<file path="src/hw/rtl/wfd_pkg.sv">
// Shared types, constants and helpers of the frame decoder.
package wfd_pkg;

  // Width of the stored payload length and payload index (8 to 32)
  localparam int LENGTH_WIDTH = 16;
  localparam int LIMIT_WIDTH  = 16;
  localparam int CMP_WIDTH    = (LENGTH_WIDTH > LIMIT_WIDTH) ? LENGTH_WIDTH : LIMIT_WIDTH;

  // Configuration port
  localparam int CFG_ADDR_WIDTH = 2;
  localparam int CFG_DATA_WIDTH = 32;
  localparam logic [CFG_ADDR_WIDTH-1:0] CFG_LIMIT_ADDR = '0;
  localparam logic [LIMIT_WIDTH-1:0] LIMIT_RESET = '1;

  // Header field codes
  localparam logic [6:0] LEN_CODE_16  = 7'd126;
  localparam logic [6:0] LEN_CODE_64  = 7'd127;
  localparam logic [3:0] OPC_MAX_DATA = 4'h2;
  localparam logic [3:0] OPC_CLOSE    = 4'h8;
  localparam logic [7:0] EXT64_TOP_MASK = 8'h7f;

  // Header byte counts
  localparam logic [3:0] EXT16_BYTES = 4'd2;
  localparam logic [3:0] EXT64_BYTES = 4'd8;
  localparam logic [3:0] KEY_BYTES   = 4'd4;

  // Frame status codes
  localparam logic [1:0] ST_OK      = 2'd0;
  localparam logic [1:0] ST_CLOSE   = 2'd1;
  localparam logic [1:0] ST_UNKNOWN = 2'd2;

  typedef enum logic [5:0] {
    PH_HDR0    = 6'b000001,
    PH_HDR1    = 6'b000010,
    PH_EXT16   = 6'b000100,
    PH_EXT64   = 6'b001000,
    PH_KEY     = 6'b010000,
    PH_PAYLOAD = 6'b100000
  } phase_t;

  typedef struct packed {
    logic       emit;
    logic [7:0] payload_byte;
    logic       payload_valid;
    logic       frame_end;
    logic [1:0] status;
    logic [3:0] opcode;
    logic       fin;
  } result_t;

  // Status a completed header gives for its opcode
  function automatic logic [1:0] opcode_status(input logic [3:0] opcode);
    logic [1:0] st;
    if (opcode <= OPC_MAX_DATA) begin
      st = ST_OK;
    end else if (opcode == OPC_CLOSE) begin
      st = ST_CLOSE;
    end else begin
      st = ST_UNKNOWN;
    end
    return st;
  endfunction

endpackage

</file>
<file path="src/hw/rtl/wfd_cfg.sv">
// APB-style register file holding the extended length limit.
module wfd_cfg (
  input  logic                                clk,
  input  logic                                rst,
  input  logic                                psel,
  input  logic                                penable,
  input  logic                                pwrite,
  input  logic [wfd_pkg::CFG_ADDR_WIDTH-1:0]  paddr,
  input  logic [wfd_pkg::CFG_DATA_WIDTH-1:0]  pwdata,
  output logic [wfd_pkg::CFG_DATA_WIDTH-1:0]  prdata,
  output logic                                pready,
  output logic [wfd_pkg::LIMIT_WIDTH-1:0]     length_limit
);

  logic wr_en;

  // Decode a write request to the limit register
  assign pready = 1'b1;
  assign wr_en  = psel && penable && pwrite && (paddr == wfd_pkg::CFG_LIMIT_ADDR);

  // Take the limit on the access cycle of a write request
  always_ff @(posedge clk) begin
    if (rst) begin
      length_limit <= wfd_pkg::LIMIT_RESET;
    end else if (wr_en) begin
      length_limit <= pwdata[wfd_pkg::LIMIT_WIDTH-1:0];
    end
  end

  assign prdata = wfd_pkg::CFG_DATA_WIDTH'(length_limit);

endmodule

</file>
<file path="src/hw/rtl/wfd_deframe.sv">
// Frame header parser, payload unmasking and frame state registers.
module wfd_deframe (
  input  logic                             clk,
  input  logic                             rst,
  input  logic                             step,
  input  logic [7:0]                       byte_data,
  input  logic                             byte_last,
  input  logic [wfd_pkg::LIMIT_WIDTH-1:0]  length_limit,
  output wfd_pkg::result_t                 res
);

  localparam int LW = wfd_pkg::LENGTH_WIDTH;

  wfd_pkg::phase_t phase, phase_next;
  logic [3:0]      header_count, header_count_next;
  logic [3:0]      frame_opcode, frame_opcode_next;
  logic            fin_flag, fin_flag_next;
  logic            masked_flag, masked_flag_next;
  logic [LW-1:0]   payload_length, payload_length_next;
  logic            length_overflow, length_overflow_next;
  logic [3:0][7:0] mask_key, mask_key_next;
  logic [LW-1:0]   payload_index, payload_index_next;
  logic [1:0]      frame_status, frame_status_next;

  logic [7:0]      ext_byte;
  logic [LW+7:0]   shifted;
  logic            pushed_ovf;
  logic [LW-1:0]   pushed_len;
  logic [3:0]      hc_inc;
  logic [1:0]      hdr_status;
  logic            limit_reject;
  logic [7:0]      key_byte;
  logic            pv;
  logic [7:0]      pb;
  logic [1:0]      end_status;

  // Shift one byte into the declared length
  always_comb begin
    ext_byte = byte_data;
    if (phase == wfd_pkg::PH_EXT64 && header_count == '0) begin
      ext_byte = byte_data & wfd_pkg::EXT64_TOP_MASK;
    end
    shifted      = {payload_length, ext_byte};
    pushed_ovf   = length_overflow | (|shifted[LW+7:LW]);
    pushed_len   = shifted[LW-1:0];
    hc_inc       = header_count + 4'd1;
    hdr_status   = (frame_status == wfd_pkg::ST_UNKNOWN) ? wfd_pkg::ST_UNKNOWN
                 : wfd_pkg::opcode_status(frame_opcode);
    limit_reject = pushed_ovf ||
                   (wfd_pkg::CMP_WIDTH'(pushed_len) >= wfd_pkg::CMP_WIDTH'(length_limit));
    key_byte     = masked_flag ? mask_key[2'd3 - payload_index[1:0]] : 8'h00;
  end

  // Advance the frame state by one byte
  always_comb begin
    phase_next           = phase;
    header_count_next    = header_count;
    frame_opcode_next    = frame_opcode;
    fin_flag_next        = fin_flag;
    masked_flag_next     = masked_flag;
    payload_length_next  = payload_length;
    length_overflow_next = length_overflow;
    mask_key_next        = mask_key;
    payload_index_next   = payload_index;
    frame_status_next    = frame_status;
    pv                   = 1'b0;
    pb                   = 8'h00;
    case (phase)
      wfd_pkg::PH_HDR0: begin
        frame_opcode_next    = byte_data[3:0];
        fin_flag_next        = byte_data[7];
        masked_flag_next     = 1'b0;
        payload_length_next  = '0;
        length_overflow_next = 1'b0;
        mask_key_next        = '0;
        payload_index_next   = '0;
        frame_status_next    = wfd_pkg::ST_OK;
        header_count_next    = '0;
        phase_next           = wfd_pkg::PH_HDR1;
      end
      wfd_pkg::PH_HDR1: begin
        masked_flag_next  = byte_data[7];
        header_count_next = '0;
        if (byte_data[6:0] == wfd_pkg::LEN_CODE_16) begin
          phase_next = wfd_pkg::PH_EXT16;
        end else if (byte_data[6:0] == wfd_pkg::LEN_CODE_64) begin
          phase_next = wfd_pkg::PH_EXT64;
        end else begin
          payload_length_next = LW'(byte_data[6:0]);
          frame_status_next   = hdr_status;
          phase_next          = byte_data[7] ? wfd_pkg::PH_KEY : wfd_pkg::PH_PAYLOAD;
        end
      end
      wfd_pkg::PH_EXT16: begin
        payload_length_next  = pushed_len;
        length_overflow_next = pushed_ovf;
        header_count_next    = hc_inc;
        if (hc_inc >= wfd_pkg::EXT16_BYTES) begin
          frame_status_next = pushed_ovf ? wfd_pkg::ST_UNKNOWN : hdr_status;
          header_count_next = '0;
          phase_next        = masked_flag ? wfd_pkg::PH_KEY : wfd_pkg::PH_PAYLOAD;
        end
      end
      wfd_pkg::PH_EXT64: begin
        payload_length_next  = pushed_len;
        length_overflow_next = pushed_ovf;
        header_count_next    = hc_inc;
        if (hc_inc >= wfd_pkg::EXT64_BYTES) begin
          frame_status_next = limit_reject ? wfd_pkg::ST_UNKNOWN : hdr_status;
          header_count_next = '0;
          phase_next        = masked_flag ? wfd_pkg::PH_KEY : wfd_pkg::PH_PAYLOAD;
        end
      end
      wfd_pkg::PH_KEY: begin
        mask_key_next     = {mask_key[2:0], byte_data};
        header_count_next = hc_inc;
        if (hc_inc >= wfd_pkg::KEY_BYTES) begin
          header_count_next = '0;
          phase_next        = wfd_pkg::PH_PAYLOAD;
        end
      end
      wfd_pkg::PH_PAYLOAD: begin
        // Drop bytes beyond the declared length
        if (payload_index < payload_length) begin
          if (frame_status == wfd_pkg::ST_OK) begin
            pv = 1'b1;
            pb = byte_data ^ key_byte;
          end
          payload_index_next = payload_index + LW'(1);
        end
      end
      default: begin
        phase_next = wfd_pkg::PH_HDR0;
      end
    endcase

    // Close the packet: an end before the payload is malformed
    end_status = wfd_pkg::ST_OK;
    if (byte_last) begin
      end_status = (phase_next == wfd_pkg::PH_PAYLOAD) ? frame_status_next
                 : wfd_pkg::ST_UNKNOWN;
      phase_next = wfd_pkg::PH_HDR0;
    end
  end

  // Build the result for this byte
  always_comb begin
    res.emit          = pv | byte_last;
    res.payload_byte  = pb;
    res.payload_valid = pv;
    res.frame_end     = byte_last;
    res.status        = end_status;
    res.opcode        = frame_opcode_next;
    res.fin           = fin_flag_next;
  end

  // Hold the frame state between bytes
  always_ff @(posedge clk) begin
    if (rst) begin
      phase           <= wfd_pkg::PH_HDR0;
      header_count    <= '0;
      frame_opcode    <= '0;
      fin_flag        <= 1'b0;
      masked_flag     <= 1'b0;
      payload_length  <= '0;
      length_overflow <= 1'b0;
      mask_key        <= '0;
      payload_index   <= '0;
      frame_status    <= wfd_pkg::ST_OK;
    end else if (step) begin
      phase           <= phase_next;
      header_count    <= header_count_next;
      frame_opcode    <= frame_opcode_next;
      fin_flag        <= fin_flag_next;
      masked_flag     <= masked_flag_next;
      payload_length  <= payload_length_next;
      length_overflow <= length_overflow_next;
      mask_key        <= mask_key_next;
      payload_index   <= payload_index_next;
      frame_status    <= frame_status_next;
    end
  end

  // Payload bytes only leave a good frame in its payload phase
  a_pv_in_payload: assert property (@(posedge clk) disable iff (rst)
    step && res.payload_valid |-> phase == wfd_pkg::PH_PAYLOAD &&
    frame_status == wfd_pkg::ST_OK)
    else $error("payload byte outside a good payload phase");

  // The payload index never runs past the declared length
  a_idx_bound: assert property (@(posedge clk) disable iff (rst)
    phase == wfd_pkg::PH_PAYLOAD |-> payload_index <= payload_length)
    else $error("payload index beyond declared length");

  // The header byte counter stays within the longest header field
  a_hc_bound: assert property (@(posedge clk) disable iff (rst)
    header_count < wfd_pkg::EXT64_BYTES)
    else $error("header byte counter out of range");

endmodule

</file>
<file path="src/hw/rtl/wfd_out_reg.sv">
// Result register between the parser and the result channel.
module wfd_out_reg (
  input  logic             clk,
  input  logic             rst,
  input  logic             load,
  input  wfd_pkg::result_t res,
  input  logic             result_stall,
  output logic             result_valid,
  output logic             ready,
  output logic [7:0]       payload_byte,
  output logic             payload_valid,
  output logic             frame_end,
  output logic [1:0]       status,
  output logic [3:0]       opcode_out,
  output logic             is_final
);

  // Free when empty or when the held request is being taken
  assign ready = !result_valid || !result_stall;

  always_ff @(posedge clk) begin
    if (rst) begin
      result_valid <= 1'b0;
    end else if (ready) begin
      result_valid <= load && res.emit;
    end
  end

  // Hold the payload while stalled
  always_ff @(posedge clk) begin
    if (ready) begin
      payload_byte  <= res.payload_byte;
      payload_valid <= res.payload_valid;
      frame_end     <= res.frame_end;
      status        <= res.status;
      opcode_out    <= res.opcode;
      is_final      <= res.fin;
    end
  end

endmodule

</file>
<file path="src/hw/rtl/websocket_frame_decoder_core.sv">
// Top level of the frame decoder: input register, parser and result register.
//
// Bytes of a received packet arrive on the byte channel (byte_valid, byte_stall,
// byte_in, packet_end); packet_end marks the last byte, one frame per packet.
// Results leave on the result channel (result_valid, result_stall): a request
// goes out for each unmasked payload byte of a data frame and one at packet
// end carrying frame_end and status (ok, close, unknown), or both at once.
// Header bytes and dropped bytes give no request.
// A byte is registered in the input register when accepted and parsed from
// there once the result register can take its outcome, which registers its
// request. One byte per cycle is taken while the receiver does not stall; the
// rate is set by the single parse step between the input and result registers.
// When the receiver stalls, the held request stays, the parser pauses and the
// input register holds, so byte_stall rises only when both registers are full
// and the receiver stalls.
// The length limit for the 64-bit length form is written at address 0 of the
// APB-style port and reads back there; reset sets it to 65535.
// Reset (synchronous, rst high) empties both registers and sets the parser to
// expect the first header byte of a new frame.
module websocket_frame_decoder_core (
  input  logic                                clk,
  input  logic                                rst,
  input  logic                                byte_valid,
  output logic                                byte_stall,
  input  logic [7:0]                          byte_in,
  input  logic                                packet_end,
  output logic                                result_valid,
  input  logic                                result_stall,
  output logic [7:0]                          payload_byte,
  output logic                                payload_valid,
  output logic                                frame_end,
  output logic [1:0]                          status,
  output logic [3:0]                          opcode_out,
  output logic                                is_final,
  input  logic                                psel,
  input  logic                                penable,
  input  logic                                pwrite,
  input  logic [wfd_pkg::CFG_ADDR_WIDTH-1:0]  paddr,
  input  logic [wfd_pkg::CFG_DATA_WIDTH-1:0]  pwdata,
  output logic [wfd_pkg::CFG_DATA_WIDTH-1:0]  prdata,
  output logic                                pready
);

  logic                            in_full;
  logic [7:0]                      in_byte;
  logic                            in_last;
  logic                            out_ready;
  logic                            step;
  logic [wfd_pkg::LIMIT_WIDTH-1:0] length_limit;
  wfd_pkg::result_t                res;

  wfd_cfg u_cfg (
    .clk          (clk),
    .rst          (rst),
    .psel         (psel),
    .penable      (penable),
    .pwrite       (pwrite),
    .paddr        (paddr),
    .pwdata       (pwdata),
    .prdata       (prdata),
    .pready       (pready),
    .length_limit (length_limit)
  );

  // Parse the held byte whenever the result register can take its outcome
  assign step       = in_full && out_ready;
  assign byte_stall = in_full && !out_ready;

  always_ff @(posedge clk) begin
    if (rst) begin
      in_full <= 1'b0;
    end else if (!byte_stall) begin
      in_full <= byte_valid;
    end
  end

  always_ff @(posedge clk) begin
    if (!byte_stall) begin
      in_byte <= byte_in;
      in_last <= packet_end;
    end
  end

  wfd_deframe u_deframe (
    .clk          (clk),
    .rst          (rst),
    .step         (step),
    .byte_data    (in_byte),
    .byte_last    (in_last),
    .length_limit (length_limit),
    .res          (res)
  );

  wfd_out_reg u_out (
    .clk           (clk),
    .rst           (rst),
    .load          (step),
    .res           (res),
    .result_stall  (result_stall),
    .result_valid  (result_valid),
    .ready         (out_ready),
    .payload_byte  (payload_byte),
    .payload_valid (payload_valid),
    .frame_end     (frame_end),
    .status        (status),
    .opcode_out    (opcode_out),
    .is_final      (is_final)
  );

  // A parsed byte with a result always lands in the result register
  a_emit_lands: assert property (@(posedge clk) disable iff (rst)
    step && res.emit |=> result_valid)
    else $error("parsed result lost");

  // Status is only non-zero on the packet-end request
  a_status_end: assert property (@(posedge clk) disable iff (rst)
    result_valid && !frame_end |-> status == wfd_pkg::ST_OK)
    else $error("status set without frame end");

  // A request always carries a payload byte or a frame end
  a_req_content: assert property (@(posedge clk) disable iff (rst)
    result_valid |-> payload_valid || frame_end)
    else $error("empty result request");

endmodule
</file>
<file path="config.mk">
export PLATFORM = sky130hd
export DESIGN_NAME = websocket_frame_decoder_core
export DESIGN_NICKNAME = d
export VERILOG_FILES = /design/src/hw/rtl/wfd_pkg.sv /design/src/hw/rtl/wfd_cfg.sv /design/src/hw/rtl/wfd_deframe.sv /design/src/hw/rtl/wfd_out_reg.sv /design/src/hw/rtl/websocket_frame_decoder_core.sv
export SDC_FILE = /design/constraint.sdc
export NUM_CORES = 1
export LEC_CHECK = 0
export ABC_AREA = 1
export BUFFER_PORTS_ARGS = -buffer_cell sky130_fd_sc_hd__buf_2
export CORE_MARGIN = 2
export CORE_UTILIZATION = 45
export CTS_CLUSTER_SIZE = 20
export DETAILED_ROUTE_END_ITERATION = 12
export GPL_TIMING_DRIVEN = 0
export HOLD_SLACK_MARGIN = 0.1
export PLACE_DENSITY = 0.68
export SLEW_MARGIN = 40
export SYNTH_ARGS = -nofsm -noshare
export SYNTH_HDL_FRONTEND = slang
export SYNTH_SLANG_ARGS = --single-unit
</file>
<file path="constraint.sdc">
create_clock -name clk -period 2.3 [get_ports clk]
set_input_delay 0 -clock clk [delete_from_list [all_inputs] [get_ports clk]]
set_output_delay 0 -clock clk [all_outputs]
set_load 0.01 [all_outputs]
</file>
==> impl_metrics.json <==
{
  "final-hold-violation-count": 0,
  "layout_commonest_cell": "nand2_1",
  "via_per_inst": 5.20,
  "cts_buffers": 17,
  "nFillCells": 1336,
  "arrival_ns": 2.59,
  "cts_tree": "yes",
  "reg2reg_depth": 14,
  "pre_cts_ws_ns": -0.517,
  "ys_types": 47,
  "io-pin-count": 102,
  "finalCritPeriodShare_pct": 104,
  "gp_congestion": 0.946,
  "rsz0062_at_grt": "yes",
  "tightest_slew_ns": 0.723,
  "critPathMaxFanout": 6,
  "crit_path_start_kind": "register",
  "num_rows": 44,
  "cts-root-buf": "clkbuf_16",
  "grt.total_usage_pct": 23.6,
  "combPwrFrac_pct": 10.7,
  "maxCapViolCount": 0,
  "die_h_um": 127,
  "first_pass_iters": 5,
  "finalCriticalPeriod_ns": 2.40,
  "ys.flop_type": "dfxtp_1",
  "slew_violations": 0,
  "hpwl_mm": 12.9,
  "stdcell_count": 1237,
  "grt_pass1_wl_mm": 30.0,
  "synth-seq-cells": 127,
  "clock_latency_ns": 0.43,
  "total_power_uw": 5690,
  "overflow": 0,
  "critPathRequiredTime_ns": 2.49,
  "power.density_nw_per_um2": 673,
  "die-area_sq_um": 16100,
  "status": "finished with violations",
  "p_int_uw": 4170,
  "grt_max_degree": 21,
  "antenna_found_initial": 0,
  "cts.htree.levels": 4,
  "start_util_pct": 46.4,
  "num_antenna_cells": 0,
  "seq_power_share_pct": 41.8,
  "ys_warn_count": 0,
  "wl_mm": 18.4,
  "drt_iter0_drc": 533,
  "portBuffers": 67,
  "routed-via-count": 6429,
  "core-area_sq_um": 14600,
  "clock_path_buffers": 2,
  "critical_path_class": "register to register",
  "synth_top_area_cell": "dfxtp_1",
  "yosysSeqAreaShare_pct": 41.3,
  "wl_per_cell_um": 14.9,
  "multi_input_area_sq_um": 3510,
  "synthArstFlopShare_pct": 0,
  "synth_top_area_share_pct": 29.8,
  "most-common-layout-cells": "211 x nand2_1, 95 x dfxtp_1, 90 x a21oi_1",
  "seq_area_sq_um": 2820,
  "violations": "negative setup slack",
  "area_growth_pct": 24.7,
  "utilization_pct": 57.8,
  "synth_edf_count": 26,
  "switching_power_uw": 1520,
  "p_clk_share_pct": 47.5,
  "drtAntennaViolNets": 0,
  "slew_headroom_pct": 51.8,
  "max_freq_mhz": 416,
  "layout-drive-gt1-share_pct": 19.1,
  "rrSetupSlack_ns": -0.10,
  "die_width_um": 127,
  "hold_end": "u_cfg.length_limit[12]",
  "hold_depth": 5,
  "numClockSinks": 127,
  "grt_pass1_vias": 6117,
  "clk_pin_slew_ns": 0.06,
  "hold_path.class": "input pin to register",
  "timing.final.ws_setup_ns": -0.102,
  "p_sw_share_pct": 26.8,
  "syn_inst": 905,
  "finalSetupViolations": 2,
  "synth_area_per_cell_sq_um": 7.50,
  "r2r-end": "u_out.status[1]",
  "endpoint_kind": "register",
  "synth_area_sq_um": 6790,
  "peakVddDrop_v": 0.000550,
  "leakage_uw": 0.00359,
  "fin_skew_ns": 0.0108,
  "reg2reg_from": "in_byte[7]",
  "netlist_top_cells_area": "dfxtp_1 30%, nand2_1 12%, edfxtp_1 12%",
  "whs_ns": 0.164,
  "drc_errors": 0,
  "hold_start": "penable",
  "placed_cells_incl_taps": 1171,
  "finalNetCount": 1124
}
==> worst max-delay path: stages, from the launching register on <==
cell      delay (ns)
edfxtp_1        0.45
inv_2           0.14
a41oi_4         0.30
ha_4            0.26
nand2_4         0.07
nor2_4          0.03
and2_4          0.15
nor2_4          0.09
nand3_2         0.11
nand2_4         0.10
nand3_2         0.08
nand2_2         0.10
nand4_1         0.12
nand2_1         0.11
inv_1           0.05
==> through the flow <==
stage	setup TNS (ns)	instance area (sq um)
finish	-0.133	8470
global route	-0.358	8470
CTS	-0.251	8380
detailed placement	-11.46	7410
global placement	-9.98	7410
floorplan	0	6840
==> layer usage <==
metal / part of all wire, % / routed length (um) / global-route usage [%] / vias up
li1: - / - / - / 3241
met3: 5.9 / 1090 / 4.98 / 32
met2: 47 / 8710 / 38.9 / 217
met5: 0 / 0 / 0 / -
met4: 2.3 / 429 / 8.86 / 0
met1: 44 / 8140 / 30.6 / 2939
==> power groups by stage <==
stage	clock network (uW)	logic [uW]	registers [uW]
3_3_place_gp	0	536	2430
5_1_grt	2840	675	2390
4_1_cts	2730	585	2380
6_report	2710	608	2380
2_1_floorplan	0	361	2420
3_5_place_dp	0	540	2430
==> state kept, by name, summed over array words and instances, names as in the netlist, 2 cells and up <==
| name | cells |
|---|---|
| u_deframe.frame_opcode | 4 |
| u_cfg.length_limit | 16 |
| u_out.opcode_out | 4 |
| u_deframe.header_count | 4 |
| u_out.status | 2 |
| u_deframe.mask_key | 32 |
| u_deframe.payload_index | 16 |
| u_deframe.frame_status | 2 |
| u_out.payload_byte | 8 |
| u_deframe.phase | 6 |
| u_deframe.payload_length | 16 |
| in_byte | 8 |
==> Yosys cell counts (7+ instances only) <==
cell type and n:
nand2_1 217, dfxtp_1 101, a21oi_1 91, inv_1 89, nor2_1 82, nand3_1 50
o21ai_0 40, ha_1 34, edfxtp_1 26, clkbuf_1 24, buf_4 17, o211ai_1 16
nand4_1 12, buf_2 11, nand2_2 10, nor3_1 9, o22ai_1 9, a21oi_2 8
xor2_1 7
==> layout make-up <==
type                            instances  area share (%)
Clock inverter                         13            1.85
Sequential cell                       127            33.3
Timing Repair Buffer                  101            7.77
Inverter                               96            4.26
Buffer                                 54            3.53
Clock buffer                           19            5.11
Tap cell                              184            2.72
Multi-Input combinational cell        643            41.4
==> cells by family (layout without fill, tap and decap cells) <==
family	after synthesis	count (layout)	share of synthesized area, %
xor gates and xnor gates	12	12	1.55
adders and majority gates	34	34	6.27
DFF	127	127	41.3
AOI/OAI and AO/OA	180	180	15.3
and+or+nand+nor	400	400	25.8
other	2	17	0.111
buffers and inverters	150	283	9.68
==> how the worst max path moves through the flow <==
stage	slack [ns]	endpoint	startpoint
after floorplan	0.12	u_out.status[1]	u_deframe.phase[5]
after global placement	-0.49	u_out.status[1]	u_deframe.phase[0]
after detailed placement	-0.52	u_out.status[1]	u_deframe.phase[0]
after CTS	-0.17	u_out.status[1]	u_deframe.header_count[0]
after global routing	-0.20	u_out.status[1]	u_deframe.phase[0]
final	-0.10	u_out.status[1]	in_byte[7]
==> timing repair <==
action / CTS / global route
setup endpoints to repair: 70 / 38
buffers inserted: 6 / 1
hold endpoints to repair: 26 / 18
hold buffers: 26 / 1
resized for setup: 20 / 22
pin swaps: 7 / 11
Note: power is estimated with default switching activity, not from simulation.
